**config.mk**
```make
export PLATFORM = sky130hd
export DESIGN_NAME = uart_fifo_register_block_core
export DESIGN_NICKNAME = d
export VERILOG_FILES = /design/src/sv/ufrb_pkg.sv /design/src/sv/ufrb_in_stage.sv /design/src/sv/ufrb_rx_fifo.sv /design/src/sv/ufrb_core.sv /design/src/sv/uart_fifo_register_block_core.sv
export SDC_FILE = /design/constraint.sdc
export NUM_CORES = 1
export LEC_CHECK = 0
export BUFFER_PORTS_ARGS = -buffer_cell sky130_fd_sc_hd__clkbuf_2
export CORE_MARGIN = 1
export CORE_UTILIZATION = 30
export CTS_CLUSTER_SIZE = 12
export DETAILED_ROUTE_END_ITERATION = 8
export GPL_TIMING_DRIVEN = 0
export PLACE_DENSITY = 0.47
export SLEW_MARGIN = 20
export SYNTH_ARGS = -nofsm -noshare
export SYNTH_HDL_FRONTEND = slang
export SYNTH_SLANG_ARGS = --single-unit
```
**constraint.sdc**
```tcl
create_clock -name clk -period 4.9 [get_ports clk]
set_input_delay 0.735 -clock clk [delete_from_list [all_inputs] [get_ports clk]]
set_output_delay 0.735 -clock clk [all_outputs]
set_load 0.05 [all_outputs]
```
**src/sv/ufrb_pkg.sv**
```systemverilog
package ufrb_pkg;

    // Depth of the receive and transmit queues.
    localparam int FIFO_DEPTH = 14;
    localparam int CNT_W      = $clog2(FIFO_DEPTH + 1);
    localparam int PTR_W      = $clog2(FIFO_DEPTH);

    // Transaction kinds on the input channel.
    localparam logic [1:0] OP_READ  = 2'd0;
    localparam logic [1:0] OP_WRITE = 2'd1;
    localparam logic [1:0] OP_TICK  = 2'd2;

    // Internal register codes after the address aliasing.
    localparam logic [3:0] REG_RBR = 4'd0;
    localparam logic [3:0] REG_IER = 4'd1;
    localparam logic [3:0] REG_IIR = 4'd2;
    localparam logic [3:0] REG_LCR = 4'd3;
    localparam logic [3:0] REG_MCR = 4'd4;
    localparam logic [3:0] REG_LSR = 4'd5;
    localparam logic [3:0] REG_MSR = 4'd6;
    localparam logic [3:0] REG_SCR = 4'd7;
    localparam logic [3:0] REG_FCR = 4'd8;
    localparam logic [3:0] REG_DLL = 4'd9;
    localparam logic [3:0] REG_DLM = 4'd10;
    localparam logic [3:0] REG_THR = 4'd11;

    // Interrupt identification codes.
    localparam logic [7:0] IIR_NONE   = 8'd1;
    localparam logic [7:0] IIR_THRE   = 8'd2;
    localparam logic [7:0] IIR_RX     = 8'd4;
    localparam logic [7:0] IIR_RXFIFO = 8'd12;

    // Register bit masks.
    localparam logic [7:0] LSR_RX      = 8'h01;
    localparam logic [7:0] LSR_TX      = 8'h20;
    localparam logic [7:0] LSR_TE      = 8'h40;
    localparam logic [7:0] LSR_RESET   = 8'h60;
    localparam logic [7:0] FCR_RD_MASK = 8'hC0;
    localparam int         DIV_LATCH   = 7;
    localparam int         FCR_ENABLE  = 0;

    // Pending flag bit positions.
    localparam int PF_RECV = 0;
    localparam int PF_THRE = 1;
    localparam int PF_SINT = 2;

    typedef struct packed {
        logic [1:0] op;
        logic [2:0] addr;
        logic [7:0] wdata;
        logic       rx_valid;
        logic [7:0] rx_byte;
    } item_t;

    typedef struct packed {
        logic [7:0] rdata;
        logic       irq;
        logic       tx_valid;
        logic [7:0] tx_byte;
        logic       rx_taken;
    } result_t;

    typedef struct packed {
        logic       push;
        logic       pop;
        logic [7:0] push_data;
    } rxq_ctrl_t;

    typedef struct packed {
        logic [CNT_W-1:0] count;
        logic [7:0]       head_data;
    } rxq_stat_t;

endpackage

```
**src/sv/ufrb_in_stage.sv**
```systemverilog
module ufrb_in_stage
    import ufrb_pkg::*;
(
    input  logic  clk,
    input  logic  rst_n,
    input  logic  in_valid,
    output logic  in_stall,
    input  item_t in_item,
    output logic  item_valid,
    output item_t item,
    input  logic  item_take
);

    logic  valid_reg;
    logic  valid_next;
    item_t item_reg;

    // The stage holds while a transaction sits here and the core cannot take it.
    assign in_stall   = valid_reg && !item_take;
    assign valid_next = in_stall ? valid_reg : in_valid;

    always_ff @(posedge clk or negedge rst_n)
    begin
        if (!rst_n)
        begin
            valid_reg <= 1'b0;
        end
        else
        begin
            valid_reg <= valid_next;
        end
    end

    always_ff @(posedge clk)
    begin
        if (in_valid && !in_stall)
        begin
            item_reg <= in_item;
        end
    end

    assign item_valid = valid_reg;
    assign item       = item_reg;

endmodule

```
**src/sv/ufrb_rx_fifo.sv**
```systemverilog
module ufrb_rx_fifo
    import ufrb_pkg::*;
(
    input  logic      clk,
    input  logic      rst_n,
    input  rxq_ctrl_t ctrl,
    output rxq_stat_t stat
);

    logic [7:0]       data_reg [0:FIFO_DEPTH-1];
    logic [7:0]       head_data_reg;
    logic [PTR_W-1:0] head_reg;
    logic [PTR_W-1:0] head_next;
    logic [CNT_W-1:0] count_reg;
    logic [CNT_W-1:0] count_next;
    logic [PTR_W:0]   tail_sum;
    logic [PTR_W-1:0] tail;

    // Head plus count stays below twice the depth, so one subtract wraps it.
    assign tail_sum = (PTR_W+1)'(head_reg) + (PTR_W+1)'(count_reg);
    assign tail     = (tail_sum >= (PTR_W+1)'(FIFO_DEPTH))
                    ? PTR_W'(tail_sum - (PTR_W+1)'(FIFO_DEPTH))
                    : PTR_W'(tail_sum);

    always_comb
    begin
        head_next  = head_reg;
        count_next = count_reg;
        if (ctrl.push)
        begin
            count_next = count_reg + CNT_W'(1);
        end
        else if (ctrl.pop)
        begin
            count_next = count_reg - CNT_W'(1);
            head_next  = (head_reg == PTR_W'(FIFO_DEPTH - 1)) ? '0 : head_reg + PTR_W'(1);
        end
    end

    always_ff @(posedge clk or negedge rst_n)
    begin
        if (!rst_n)
        begin
            head_reg  <= '0;
            count_reg <= '0;
        end
        else
        begin
            head_reg  <= head_next;
            count_reg <= count_next;
        end
    end

    // The head entry is prefetched into a register from the next head pointer. A push into an empty queue
    // lands on the head slot, so that byte is forwarded directly.
    always_ff @(posedge clk)
    begin
        if (ctrl.push)
        begin
            data_reg[tail] <= ctrl.push_data;
        end
        if (ctrl.push && tail == head_next)
        begin
            head_data_reg <= ctrl.push_data;
        end
        else
        begin
            head_data_reg <= data_reg[head_next];
        end
    end

    assign stat.count     = count_reg;
    assign stat.head_data = head_data_reg;

endmodule

```
**src/sv/ufrb_core.sv**
```systemverilog
module ufrb_core
    import ufrb_pkg::*;
(
    input  logic      clk,
    input  logic      rst_n,
    input  logic      item_valid,
    input  item_t     item,
    output logic      item_take,
    output rxq_ctrl_t rxq_ctrl,
    input  rxq_stat_t rxq_stat,
    output logic      out_valid,
    input  logic      out_stall,
    output result_t   result
);

    logic [7:0]       rbr_reg, rbr_next;
    logic [7:0]       ier_reg, ier_next;
    logic [7:0]       iir_reg, iir_next;
    logic [7:0]       lcr_reg, lcr_next;
    logic [7:0]       mcr_reg, mcr_next;
    logic [7:0]       lsr_reg, lsr_next;
    logic [7:0]       msr_reg, msr_next;
    logic [7:0]       scr_reg, scr_next;
    logic [7:0]       fcr_reg, fcr_next;
    logic [7:0]       dll_reg, dll_next;
    logic [7:0]       dlm_reg, dlm_next;
    logic [2:0]       pf_reg, pf_next;
    logic             irq_reg, irq_next;
    logic [CNT_W-1:0] tx_count_reg, tx_count_next;
    logic             out_valid_reg, out_valid_next;
    result_t          res_reg, res_next;

    logic             go;
    logic             fifo_on;
    logic             dlab;
    logic [3:0]       ra;
    logic [7:0]       rd;
    logic             do_update;
    logic [CNT_W-1:0] rx_count_after;

    assign go        = item_valid && (!out_valid_reg || !out_stall);
    assign item_take = go;
    assign fifo_on   = fcr_reg[FCR_ENABLE];
    assign dlab      = lcr_reg[DIV_LATCH];

    always_comb
    begin
        rbr_next       = rbr_reg;
        ier_next       = ier_reg;
        iir_next       = iir_reg;
        lcr_next       = lcr_reg;
        mcr_next       = mcr_reg;
        lsr_next       = lsr_reg;
        msr_next       = msr_reg;
        scr_next       = scr_reg;
        fcr_next       = fcr_reg;
        dll_next       = dll_reg;
        dlm_next       = dlm_reg;
        pf_next        = pf_reg;
        irq_next       = irq_reg;
        tx_count_next  = tx_count_reg;
        out_valid_next = out_valid_reg && out_stall;
        res_next       = res_reg;
        rxq_ctrl       = '0;
        rxq_ctrl.push_data = item.rx_byte;
        do_update      = 1'b0;
        rd             = '0;

        // Address aliasing: divisor latches under DLAB, FCR on writes to IIR, THR on writes to RBR.
        ra = {1'b0, item.addr};
        if (item.op == OP_WRITE && item.addr == REG_IIR[2:0])
        begin
            ra = REG_FCR;
        end
        else if (item.addr == REG_RBR[2:0] && dlab)
        begin
            ra = REG_DLL;
        end
        else if (item.addr == REG_IER[2:0] && dlab)
        begin
            ra = REG_DLM;
        end
        else if (item.addr == REG_RBR[2:0] && item.op == OP_WRITE)
        begin
            ra = REG_THR;
        end

        if (go)
        begin
            out_valid_next = 1'b1;
            res_next       = '0;

            case (item.op)
                OP_READ:
                begin
                    unique case (ra)
                        REG_RBR: rd = rbr_reg;
                        REG_IER: rd = ier_reg;
                        REG_IIR: rd = iir_reg | (fcr_reg & FCR_RD_MASK);
                        REG_LCR: rd = lcr_reg;
                        REG_MCR: rd = mcr_reg;
                        REG_LSR: rd = lsr_reg;
                        REG_MSR: rd = msr_reg;
                        REG_SCR: rd = scr_reg;
                        REG_DLL: rd = dll_reg;
                        REG_DLM: rd = dlm_reg;
                        default: rd = '0;
                    endcase

                    if (ra == REG_RBR)
                    begin
                        if (fifo_on)
                        begin
                            if (rxq_stat.count != '0)
                            begin
                                rxq_ctrl.pop = 1'b1;
                                rbr_next     = rxq_stat.head_data;
                                if (rxq_stat.count == CNT_W'(1))
                                begin
                                    lsr_next = lsr_next & ~LSR_RX;
                                end
                                if (iir_next == IIR_RXFIFO)
                                begin
                                    irq_next          = 1'b0;
                                    iir_next          = IIR_NONE;
                                    pf_next[PF_RECV]  = 1'b0;
                                end
                            end
                        end
                        else
                        begin
                            lsr_next = lsr_next & ~LSR_RX;
                            if (iir_next == IIR_RX)
                            begin
                                irq_next         = 1'b0;
                                iir_next         = IIR_NONE;
                                pf_next[PF_RECV] = 1'b0;
                            end
                            do_update = 1'b1;
                        end
                        rd = rbr_next;
                    end
                    else if (ra == REG_LSR)
                    begin
                        lsr_next = lsr_next & ~LSR_RX;
                        if (iir_next == (fifo_on ? IIR_RXFIFO : IIR_RX))
                        begin
                            irq_next         = 1'b0;
                            iir_next         = IIR_NONE;
                            pf_next[PF_RECV] = 1'b0;
                        end
                    end
                    else if (ra == REG_IIR)
                    begin
                        iir_next = IIR_NONE;
                        irq_next = 1'b0;
                    end
                    res_next.rdata = rd;
                end

                OP_WRITE:
                begin
                    if (ra == REG_THR)
                    begin
                        res_next.tx_valid = 1'b1;
                        res_next.tx_byte  = item.wdata;
                        lsr_next          = lsr_next | LSR_TE;
                        if (fifo_on)
                        begin
                            if (tx_count_next != CNT_W'(FIFO_DEPTH))
                            begin
                                tx_count_next = tx_count_next + CNT_W'(1);
                            end
                            if (tx_count_next != CNT_W'(FIFO_DEPTH))
                            begin
                                lsr_next = lsr_next | LSR_RESET;
                            end
                            else
                            begin
                                lsr_next = lsr_next & ~LSR_RESET;
                            end
                        end
                        else if (iir_next == IIR_THRE)
                        begin
                            irq_next         = 1'b0;
                            iir_next         = IIR_NONE;
                            pf_next[PF_THRE] = 1'b0;
                        end
                        else
                        begin
                            pf_next[PF_THRE] = 1'b1;
                        end
                    end
                    else
                    begin
                        unique case (ra)
                            REG_IER: ier_next = item.wdata;
                            REG_LCR: lcr_next = item.wdata;
                            REG_MCR: mcr_next = item.wdata;
                            REG_LSR: lsr_next = item.wdata;
                            REG_MSR: msr_next = item.wdata;
                            REG_SCR: scr_next = item.wdata;
                            REG_FCR: fcr_next = item.wdata;
                            REG_DLL: dll_next = item.wdata;
                            REG_DLM: dlm_next = item.wdata;
                            default: ;
                        endcase
                    end
                end

                OP_TICK:
                begin
                    if (item.rx_valid)
                    begin
                        if (fifo_on ? (rxq_stat.count != CNT_W'(FIFO_DEPTH))
                                    : !pf_reg[PF_RECV])
                        begin
                            if (fifo_on)
                            begin
                                rxq_ctrl.push = 1'b1;
                            end
                            else
                            begin
                                rbr_next = item.rx_byte;
                            end
                            lsr_next          = lsr_next | LSR_RX;
                            pf_next[PF_RECV]  = 1'b1;
                            res_next.rx_taken = 1'b1;
                        end
                    end
                    do_update = 1'b1;
                end

                default: ;
            endcase

            // Interrupt update: in FIFO mode drain one transmit byte if any is queued, then pick the IIR code.
            rx_count_after = rxq_stat.count + CNT_W'(rxq_ctrl.push);
            if (do_update)
            begin
                if (fifo_on && tx_count_next != '0)
                begin
                    tx_count_next    = tx_count_next - CNT_W'(1);
                    lsr_next         = lsr_next | LSR_RESET;
                    pf_next[PF_THRE] = 1'b0;
                    pf_next[PF_SINT] = 1'b1;
                end

                if (fifo_on && rx_count_after != '0)
                begin
                    pf_next[PF_RECV] = 1'b0;
                    lsr_next         = lsr_next | LSR_RX;
                    iir_next         = IIR_RXFIFO;
                end
                else if (pf_next[PF_RECV] && !fifo_on)
                begin
                    pf_next[PF_RECV] = 1'b0;
                    iir_next         = IIR_RX;
                end
                else if ((pf_next[PF_THRE] || pf_next[PF_SINT]) && iir_next == IIR_NONE)
                begin
                    pf_next[PF_THRE] = 1'b0;
                    pf_next[PF_SINT] = 1'b0;
                    lsr_next         = lsr_next | LSR_RESET;
                    iir_next         = IIR_THRE;
                end
                else
                begin
                    lsr_next = lsr_next | LSR_RESET;
                    iir_next = IIR_NONE;
                end
                irq_next = (iir_next != IIR_NONE);
            end

            res_next.irq = irq_next;
        end
        else
        begin
            rx_count_after = rxq_stat.count;
        end
    end

    always_ff @(posedge clk or negedge rst_n)
    begin
        if (!rst_n)
        begin
            rbr_reg       <= '0;
            ier_reg       <= '0;
            iir_reg       <= '0;
            lcr_reg       <= '0;
            mcr_reg       <= '0;
            lsr_reg       <= LSR_RESET;
            msr_reg       <= '0;
            scr_reg       <= '0;
            fcr_reg       <= '0;
            dll_reg       <= '0;
            dlm_reg       <= '0;
            pf_reg        <= '0;
            irq_reg       <= 1'b0;
            tx_count_reg  <= '0;
            out_valid_reg <= 1'b0;
        end
        else
        begin
            rbr_reg       <= rbr_next;
            ier_reg       <= ier_next;
            iir_reg       <= iir_next;
            lcr_reg       <= lcr_next;
            mcr_reg       <= mcr_next;
            lsr_reg       <= lsr_next;
            msr_reg       <= msr_next;
            scr_reg       <= scr_next;
            fcr_reg       <= fcr_next;
            dll_reg       <= dll_next;
            dlm_reg       <= dlm_next;
            pf_reg        <= pf_next;
            irq_reg       <= irq_next;
            tx_count_reg  <= tx_count_next;
            out_valid_reg <= out_valid_next;
        end
    end

    always_ff @(posedge clk)
    begin
        res_reg <= res_next;
    end

    assign out_valid = out_valid_reg;
    assign result    = res_reg;

endmodule

```
**src/sv/uart_fifo_register_block_core.sv**
```systemverilog
// A transaction accepted on the input channel is captured in the input register, then processed
// and written to the result register, from which it leaves on the result channel.
// Throughput: one transaction per cycle in both directions while the result channel does not stall;
// the single pass of register, flag and queue-pointer logic between the two registers sets this figure.
// Reset (rst_n low, asynchronous): register file and flags clear, line status reads 0x60, queues empty;
// queue storage and result payload are not cleared and only written entries are ever read.
module uart_fifo_register_block_core
    import ufrb_pkg::*;
(
    input  logic       clk,
    input  logic       rst_n,

    // Input channel: bus reads, bus writes and line ticks.
    input  logic       in_valid,
    output logic       in_stall,
    input  logic [1:0] op,
    input  logic [2:0] addr,
    input  logic [7:0] wdata,
    input  logic       rx_valid,
    input  logic [7:0] rx_byte,

    // Result channel: one transaction for every input transaction.
    output logic       out_valid,
    input  logic       out_stall,
    output logic [7:0] rdata,
    output logic       irq,
    output logic       tx_valid,
    output logic [7:0] tx_byte,
    output logic       rx_taken
);

    item_t     in_item;
    item_t     item;
    logic      item_valid;
    logic      item_take;
    rxq_ctrl_t rxq_ctrl;
    rxq_stat_t rxq_stat;
    result_t   result;

    assign in_item.op       = op;
    assign in_item.addr     = addr;
    assign in_item.wdata    = wdata;
    assign in_item.rx_valid = rx_valid;
    assign in_item.rx_byte  = rx_byte;

    // The input register lets a new transaction enter while a result waits
    // in the output register; it stalls only when both are held.
    ufrb_in_stage u_in_stage (
        .clk        (clk),
        .rst_n      (rst_n),
        .in_valid   (in_valid),
        .in_stall   (in_stall),
        .in_item    (in_item),
        .item_valid (item_valid),
        .item       (item),
        .item_take  (item_take)
    );

    // The receive queue is a circular buffer addressed by head and count.
    // Pushes come from ticks and pops from receive buffer reads, never both
    // in one cycle.
    ufrb_rx_fifo u_rx_fifo (
        .clk   (clk),
        .rst_n (rst_n),
        .ctrl  (rxq_ctrl),
        .stat  (rxq_stat)
    );

    // The core holds the register file, the pending flags, the transmit
    // queue fill count and the result register. The transmit queue data is
    // never observable, so only its fill count is kept.
    ufrb_core u_core (
        .clk        (clk),
        .rst_n      (rst_n),
        .item_valid (item_valid),
        .item       (item),
        .item_take  (item_take),
        .rxq_ctrl   (rxq_ctrl),
        .rxq_stat   (rxq_stat),
        .out_valid  (out_valid),
        .out_stall  (out_stall),
        .result     (result)
    );

    assign rdata    = result.rdata;
    assign irq      = result.irq;
    assign tx_valid = result.tx_valid;
    assign tx_byte  = result.tx_byte;
    assign rx_taken = result.rx_taken;

endmodule

```
== Word-level counts from Yosys, hierarchy flattened ==
Memories as Yosys holds them, arrays and structs flattened. A register that Yosys moved wholly into a read port is not among the register bits.
Cells that the tools add are included.
Widths: inputs -> output; s select.
Word-level totals
  memories kept: 1
  register bits after elaboration: 147
  memory bits (writable): 112
  word-level logic and storage cells: 234
  output and inout port bits: 21
  input bits: 26
Memory list
  u_rx_fifo.data_reg: words 14, bits a word 8, read ports 1, clocked after Yosys merged registers in 1, write ports 1, line ufrb_rx_fifo.sv:10  | logic [7:0] data_reg [0:FIFO_DEPTH-1];
Cells by class
  muxes and demuxes: 123
  magnitude comparators: 1
  bitwise logic cells: 2
  reduce and logical (&&, ||, !) cells: 40
  $add $sub $neg: 8
  equal/unequal tests: 30
Operators by type and width (number)
  $mux 8: 26
  $mux 4: 22
  $pmux 8 s9: 1
  $mux 1: 52
  $mux 7: 6
  $pmux 8 s2: 2
  $reduce_and 4->1: 8
  $pmux 8 s3: 1
  $eq 4x4->1 const B: 5
  $mux 2: 9
  $eq 4x3->1 const B: 4
  $add 4x1->4 const B: 3
  $logic_and 1x1->1: 12
  $ne 4x4->1 const B: 3
  $reduce_bool 4->1: 3
  $mux 9: 1
  $eq 4x1->1 const B: 2
  $eq 4x2->1 const B: 2
  $eq 8x1->1 const B: 1
  $eq 8x2->1 const B: 1
  $eq 8x3->1 const B: 1
  $eq 8x4->1 const B: 1
  $eq 8x8->1: 1
  $ne 8x1->1 const B: 1
  other kinds (22): 36

== Longest topological paths before layout ==
Gate-level depths: netlist (run 1).
  depth after elaboration: 28
  mapped depth: 12
  depth with buffers taken out: 12

== By module ==
Synthesis (run 1) repeated with hierarchy kept, for this count alone.
Unflattened totals
  cell total of the unflattened synthesis: 831
  area total of the unflattened synthesis: 11886.4 µm²
By module, submodules not included
  ufrb_core: instances 1, area an instance 5987.0 µm², cells an instance 538, sequential area each 2875.3 µm²
  ufrb_rx_fifo: instances 1, area an instance 5181.2 µm², cells an instance 266, sequential area each 3643.5 µm²
  ufrb_in_stage: instances 1, area an instance 718.2 µm², cells an instance 27, sequential area each 685.7 µm²

== Worst setup path before layout (run 1) ==
Ideal clock, no wire load.
  path kind: flip-flop to flip-flop
  from: register u_rx_fifo.count_reg[0]
  to: memory u_rx_fifo.data_reg[11][0], enable pin
  clock period less this slack: 3.503 ns
  data required time: 4.515 ns
  slack: 1.397 ns
  arrival time: 3.118 ns
  stages on the path, launching flop included: 9
  cells stage by stage: dfrtp_1 -> ha_1 -> fa_1 -> xor2_1 -> ha_1 -> a31oi_1 -> a2111oi_0 -> nor3_1 -> nor3b_1
Between the ends
  longest elaborated chain between the ends: 9
  elaborated cells on any way between the ends: 13
  classes of those cells: add/sub: 2; order compare: 1; eq/ne: 1; mux: 9
Ends and longest elaborated chain
  start: declaration: line ufrb_rx_fifo.sv:14  | logic [CNT_W-1:0] count_reg;
  start signal: assignment: line ufrb_rx_fifo.sv:50  | count_reg <= count_next;
  $ne 4x4->1: line ufrb_core.sv:215  | if (fifo_on ? (rxq_stat.count != CNT_W'(FIFO_DEPTH))
  $mux 1 (2 in a row): line ufrb_core.sv:215
  $mux 1: line ufrb_core.sv:213  | if (item.rx_valid)
  $mux 1: line ufrb_core.sv:93  | case (item.op)
  $mux 1: line ufrb_core.sv:88  | if (go)
  $mux 2: line ufrb_core.sv:88
  $mux 1: line ufrb_rx_fifo.sv:58  | if (ctrl.push)
  $mux 1 (implied by the code): line ufrb_rx_fifo.sv:60  | data_reg[tail] <= ctrl.push_data;
  end: declaration: line ufrb_rx_fifo.sv:10
Parallel ways exist; a longest one is shown, timed or not. The select of a mux whose other input is x is not followed.

== Worst setup path in the final report (run 1) ==
  from: register u_rx_fifo.count_reg[0]
  to: memory u_rx_fifo.data_reg[10][1], enable pin
The elaborated chain is that of the path after synthesis.

==> results.cfg, run 1 <==
[global_routing]
grt_max_degree = 56
first_global_vias = 7612
grt-ovfl-total = 0
grt_antenna_before_repair = 0
grt_first_pass_wirelength_mm = 46.6
grt_use_total = 0.150

[floorplanning]
num_io_pins = 47
initial_core_util = 0.305
dieArea_um2 = 40100
core_um2 = 38700
num_rows = 72
die_y_um = 200
die_w_um = 200

[critical_path]
crit_cells = 8
cp_max_fo = 8
path_delay_family = adder cells
arrival_ns = 4.07
crit_chain = ha_1 -> fa_1 -> xor2_1 -> ha_1 -> a31oi_1 -> a2111oi_0 -> nor3_1 -> nor3b_2
critPathMaxStageDelay_ns = 0.66
startpoint_type = flop
crit_slowest_cell = nor3b_2
cp_common_cell = ha_1
crit_type = flop to flop
reg2reg_depth = 8
end_kind = flop
worstPathRequired_ns = 5.08
crit_buf_inv = 0

[pwr]
cellLeakagePower_nw = 5.19
ir_worst_vdd_mv = 0.230
power_w = 0.00577
powerDensity_nw_per_um2 = 418

[logic_synthesis]
synth_area_per_cell_um2 = 13.6
synth_top_family_by_area = multiplexers
synthMuxAreaShare = 0.143
synthCells = 868
synth_top_cells_by_count = edfxtp_1, dfrtp_1, mux2_2, nand2_1, o21ai_0
synth-xor-area-share = 0.00742
syn-cell-area_um2 = 11800
ys_seq_elements = 258
synth_warnings = 0
ys_types = 73
synth_top_area_share = 0.389
synth_area_leaders = edfxtp_1, dfrtp_1, mux2_2, mux4_2, o21ai_0
synthesis.nets = 910
synth_ff_type = edfxtp_1
synth-edff-count = 153
synth_compound_area_frac = 0.0942
synth_top_area_cell = edfxtp_1
yosys.area_share.simple = 0.109
synthArstFlopShare = 0.391
yosysSeqAreaShare = 0.610
synth_most_common_cell = edfxtp_1
synth_adder_area_share = 0.0176

[drt]
wirelength_mm = 30.1
antenna_left = 0
wl_per_cell_um = 20.2
via_per_inst = 5.08
vias = 7580
wl_met1_mm = 13.6
met2WireLength_mm = 14.7
dr_wl_met3_mm = 1.19
drtPass1Iterations = 7
highest_layer = met4
drt_iter0_drc = 553
drc = 0

[placement]
gp_congestion = 0.830
portBuffers = 46
dp_hpwl_mm = 21.3

[sta]
rsz0062_at_grt = no
fin_worst_skew_ns = 0.0151
min_period_ns = 3.89
tns_ns = 0
slew_violations = 0
fmax_ghz = 0.257
setup_viol_count_final = 0
slew_headroom = 0.324
worstMarginPinSlew_ns = 1.01
period_share = 0.793
hold_violations = 0

[final_layout]
areaGrowthSynthToFinish_pct = 16.9
largest_reg_flops = 112
antenna_cells = 0
drive_gt1_frac = 0.243
nNetsFinal = 995

[cts]
htree_levels = 1
path_clk_slew_ns = 0.06
cts_setup_buffers = 0
post_cts_resized = 0
cts_max_path_buffers = 3
clkLatencyLatePin_ns = 0.56
clkSinkCount = 258
cts_buffers = 29
postCtsHoldBufs = 0
cts_tree = yes
cts_root_buf = clkbuf_16

[outcome]
outcome = completed

[min_path]
hold_path.class = input pin to async pin

[run]
maxCapViolCount = 0
## logic make-up (layout without fill, tap and decap cells)
| group | count (synthesis) | in the layout |
|---|---|---|
| flops | 258 | 258 |
| simple gates | 245 | 245 |
| compound gates | 166 | 166 |
| mux | 117 | 117 |
| buf+inv | 56 | 163 |
| fa+ha+maj | 16 | 16 |
| xor+xnor | 10 | 10 |
## routing by layer
metal  global-route usage  vias to the layer above
met5                    0                        -
met4               0.0376                        0
met3               0.0244                       38
met1                0.199                     3837
li1                     -                     3539
met2                0.253                      166
## path summary, 6_finish.rpt
path	start	end	slack [ns]
worst min register to register	u_core.rbr_reg[2]$_DFFE_PN0P_	u_core.rbr_reg[2]$_DFFE_PN0P_	0.47
max in group asynchronous	rst_n	u_core.lsr_reg[6]$_DFFE_PN1P_	4.09
worst max-delay path	u_rx_fifo.count_reg[0]$_DFFE_PN0P_	u_rx_fifo.data_reg[10][1]$_DFFE_PP_	1.01
worst min-delay path	rst_n	u_core.tx_count_reg[1]$_DFFE_PN0P_	0.11
worst max register to register	u_rx_fifo.count_reg[0]$_DFFE_PN0P_	u_rx_fifo.data_reg[10][1]$_DFFE_PP_	1.01
min in group clk	wdata[7]	u_in_stage.item[16]$_DFFE_PP_	0.35
## worst reg2reg max path, stage by stage, from the launching register on
cell and delay [ns]:
dfrtp_1 0.49, ha_1 0.29, fa_1 0.41, xor2_1 0.49, ha_1 0.40, a31oi_1 0.11
a2111oi_0 0.45, nor3_1 0.21, nor3b_2 0.66
## per-stage QoR
step / cell area [um2] / worst slack (ns) / utilization / std cells / hold slack, ns
floorplan: 11800 / 1.40 / - / 868 / 0.439
global placement: 12700 / 0.570 / 0.327 / 1432 / 0.455
detailed placement: 12900 / 0.962 / 0.332 / 1440 / 0.459
CTS: 13800 / 0.956 / 0.356 / 1493 / 0.115
global route: 13800 / 0.656 / 0.356 / 1493 / 0.147
finish: 13800 / 1.01 / 0.356 / 1493 / 0.113
## cell type report
cell class	instances	area, um2
Fill cell	3800	24900
Sequential cell	258	7200
Multi-Input combinational cell	554	4440
Clock buffer	39	805
Tap cell	518	648
Timing Repair Buffer	54	359
Buffer	43	175
Clock inverter	14	123
Inverter	13	48.8
## placed cells by master (no fill, tap or decap), drive strengths merged, types with 15 or more instances in the layout
cell,n
nor3,25
buf,18
nor2,43
mux2,73
and2,15
clkbuf,118
and3,15
nand3,19
dfrtp,99
edfxtp,153
ha,15
a21oi,27
mux4,33
o21ai,52
nand2,66
## where the power goes
part | leakage (nW) | internal [W] | switching, W
Combinational | 1.98 | 0.000381 | 0.000578
Sequential | 2.76 | 0.00251 | 0.000175
Clock | 0.449 | 0.00125 | 0.000868
Total | 5.19 | 0.00415 | 0.00162
Note: power is estimated with default switching activity, not from simulation.
==> run 2, diff against run 1 <==
--- a/config.mk
+++ b/config.mk
@@ -11,7 +11,7 @@
 export CTS_CLUSTER_SIZE = 12
 export DETAILED_ROUTE_END_ITERATION = 8
 export GPL_TIMING_DRIVEN = 0
-export PLACE_DENSITY = 0.47
+export PLACE_DENSITY = 0.48
 export SLEW_MARGIN = 20
 export SYNTH_ARGS = -nofsm -noshare
 export SYNTH_HDL_FRONTEND = slang
==> constraint.sdc (replaced) <==
create_clock -name clk -period 3.4 [get_ports clk]
set_input_delay 0.51 -clock clk [delete_from_list [all_inputs] [get_ports clk]]
set_output_delay 0.51 -clock clk [all_outputs]
set_load 0.05 [all_outputs]
==> results.cfg, run 2 (synthesis gave the netlist of run 1 again) <==
[outcome]
outcome = completed

[critical_path]
startpoint_type = flop
reg2reg_depth = 9
crit_path_end = u_rx_fifo.data_reg[8][4]$_DFFE_PP_
arrival_ns = 3.47
crit_type = flop to flop
end_kind = flop
r2r_slack_ns = 0.20
startpoint = u_rx_fifo.count_reg[0]$_DFFE_PN0P_
r2r-end = u_rx_fifo.data_reg[8][4]$_DFFE_PP_
worstPathRequired_ns = 3.67
r2r-start = u_rx_fifo.count_reg[0]$_DFFE_PN0P_
cp_max_fo = 8

[drt]
antenna_left = 0
via_per_inst = 5.11
wirelength_mm = 30.4
drc = 0
drtPass1Iterations = 5
wl_per_cell_um = 20.2
drt_iter0_drc = 566
vias = 7690

[cts]
clkSinkCount = 258
cts_root_buf = clkbuf_16
htree_levels = 1
cts_buffers = 28
path_clk_slew_ns = 0.06
clkLatencyLatePin_ns = 0.56
cts_tree = yes
cts_max_path_buffers = 3

[sta]
setup_viol_count_final = 0
fin_worst_skew_ns = 0.00993
slew_headroom = 0.492
fmax_ghz = 0.312
worstMarginPinSlew_ns = 0.761
period_share = 0.941
hold_violations = 0
slew_violations = 0
min_period_ns = 3.20
rsz0062_at_grt = no

[floorplanning]
initial_core_util = 0.305
core_um2 = 38700
dieArea_um2 = 40100
num_rows = 72
num_io_pins = 47
die_w_um = 200
die_y_um = 200

[pwr]
cellLeakagePower_nw = 5.33
powerDensity_nw_per_um2 = 590
ir_worst_vdd_mv = 0.404
power_w = 0.00832

[final_layout]
nNetsFinal = 1007
final_common_cell = edfxtp_1
antenna_cells = 0
largest_reg_flops = 112
areaGrowthSynthToFinish_pct = 19.4
layout_common_cells = edfxtp_1, dfrtp_1, mux2_2
drive_gt1_frac = 0.265
final_area_um2 = 14100

[global_routing]
grt_use_total = 0.152
grt-ovfl-total = 0
grt_max_degree = 85
first_global_vias = 7694
grt_antenna_before_repair = 0
grt_first_pass_wirelength_mm = 47.3

[placement]
portBuffers = 46
gp_congestion = 0.868
postPlaceCellArea_um2 = 12800
dp_hpwl_mm = 21.2

[min_path]
hold_path.class = input pin to flop

[run]
maxCapViolCount = 0
==> run 2: cell types whose count changed in the layout (fill, tap and decap cells not counted), moves of 6 or more <==
cell,previous run,this run
nor3_4,0,8
a21oi_2,0,6
buf_12,0,8
a21oi_1,27,21
buf_4,5,11
nor3_2,9,2
==> run 2: worst min-delay path by stage <==
stage	startpoint	endpoint	slack (ns)	depth (start not counted)
6_report	wdata[0]	u_in_stage.item[9]$_DFFE_PP_	0.13	1
5_1_grt	rx_byte[1]	u_in_stage.item[1]$_DFFE_PP_	0.11	1
4_1_cts	wdata[4]	u_in_stage.item[13]$_DFFE_PP_	0.10	1
3_5_place_dp	rst_n	u_core.tx_count_reg[3]$_DFFE_PN0P_	0.39	1
3_3_place_gp	u_core.rbr_reg[2]$_DFFE_PN0P_	u_core.rbr_reg[2]$_DFFE_PN0P_	0.45	2
2_1_floorplan	rst_n	u_core.dll_reg[0]$_DFFE_PN0P_	0.21	0
==> run 2: what timing repair did <==
item / 4_1_cts / 5_1_grt
resized for setup: 18 / 15
hold buffers: 1 / 0
buffers inserted: 5 / 12
pin swaps: 7 / 4
cloned: 0 / 0
hold endpoints to repair: 17 / 0
setup endpoints to repair: 118 / 113
==> run 2: stage by stage <==
stage	utilization	setup WS (ns)	hold slack (ns)	cells	TNS (ns)
finish	0.364	0.200	0.125	1505	0
global route	0.364	0.000980	0.107	1505	0
CTS	0.359	-0.113	0.104	1493	-1.76
detailed placement	0.331	-0.492	0.390	1436	-35.91
global placement	0.328	-0.749	0.452	1432	-59.09
floorplan	-	0.0956	0.214	868	0
==> run 2: area by class of cell <==
type,count,area [um2]
fill,3809,24600
sequential,258,7210
multi-input combinational,554,4590
clock buffer,41,769
tap,518,648
timing repair buffer,68,547
buffer,42,174
clock inverter,11,115
inverter,13,48.8
==> run 2: metal layers <==
layer | up-vias | routed length, um | GRT usage
li1 | 3558 | - | -
met1 | 3896 | 13700 | 0.207
met2 | 177 | 14800 | 0.253
met3 | 59 | 1110 | 0.0212
met4 | 0 | 787 | 0.0403
met5 | - | 0 | 0
==> run 2: critical path, cell delays in order, from the launching register on <==
cell and delay [ns]:
dfrtp_2 0.47, ha_1 0.26, fa_1 0.47, xor2_4 0.30, ha_4 0.23, a31oi_2 0.06, a2111oi_1 0.47, nor3_2 0.20
nor3_4 0.28, buf_12 0.17
==> run 2: power breakdown <==
part	internal [W]	switching [W]	total [W]
Clock	0.00172	0.00123	0.00295
Combinational	0.000604	0.000885	0.00149
Sequential	0.00362	0.000261	0.00389
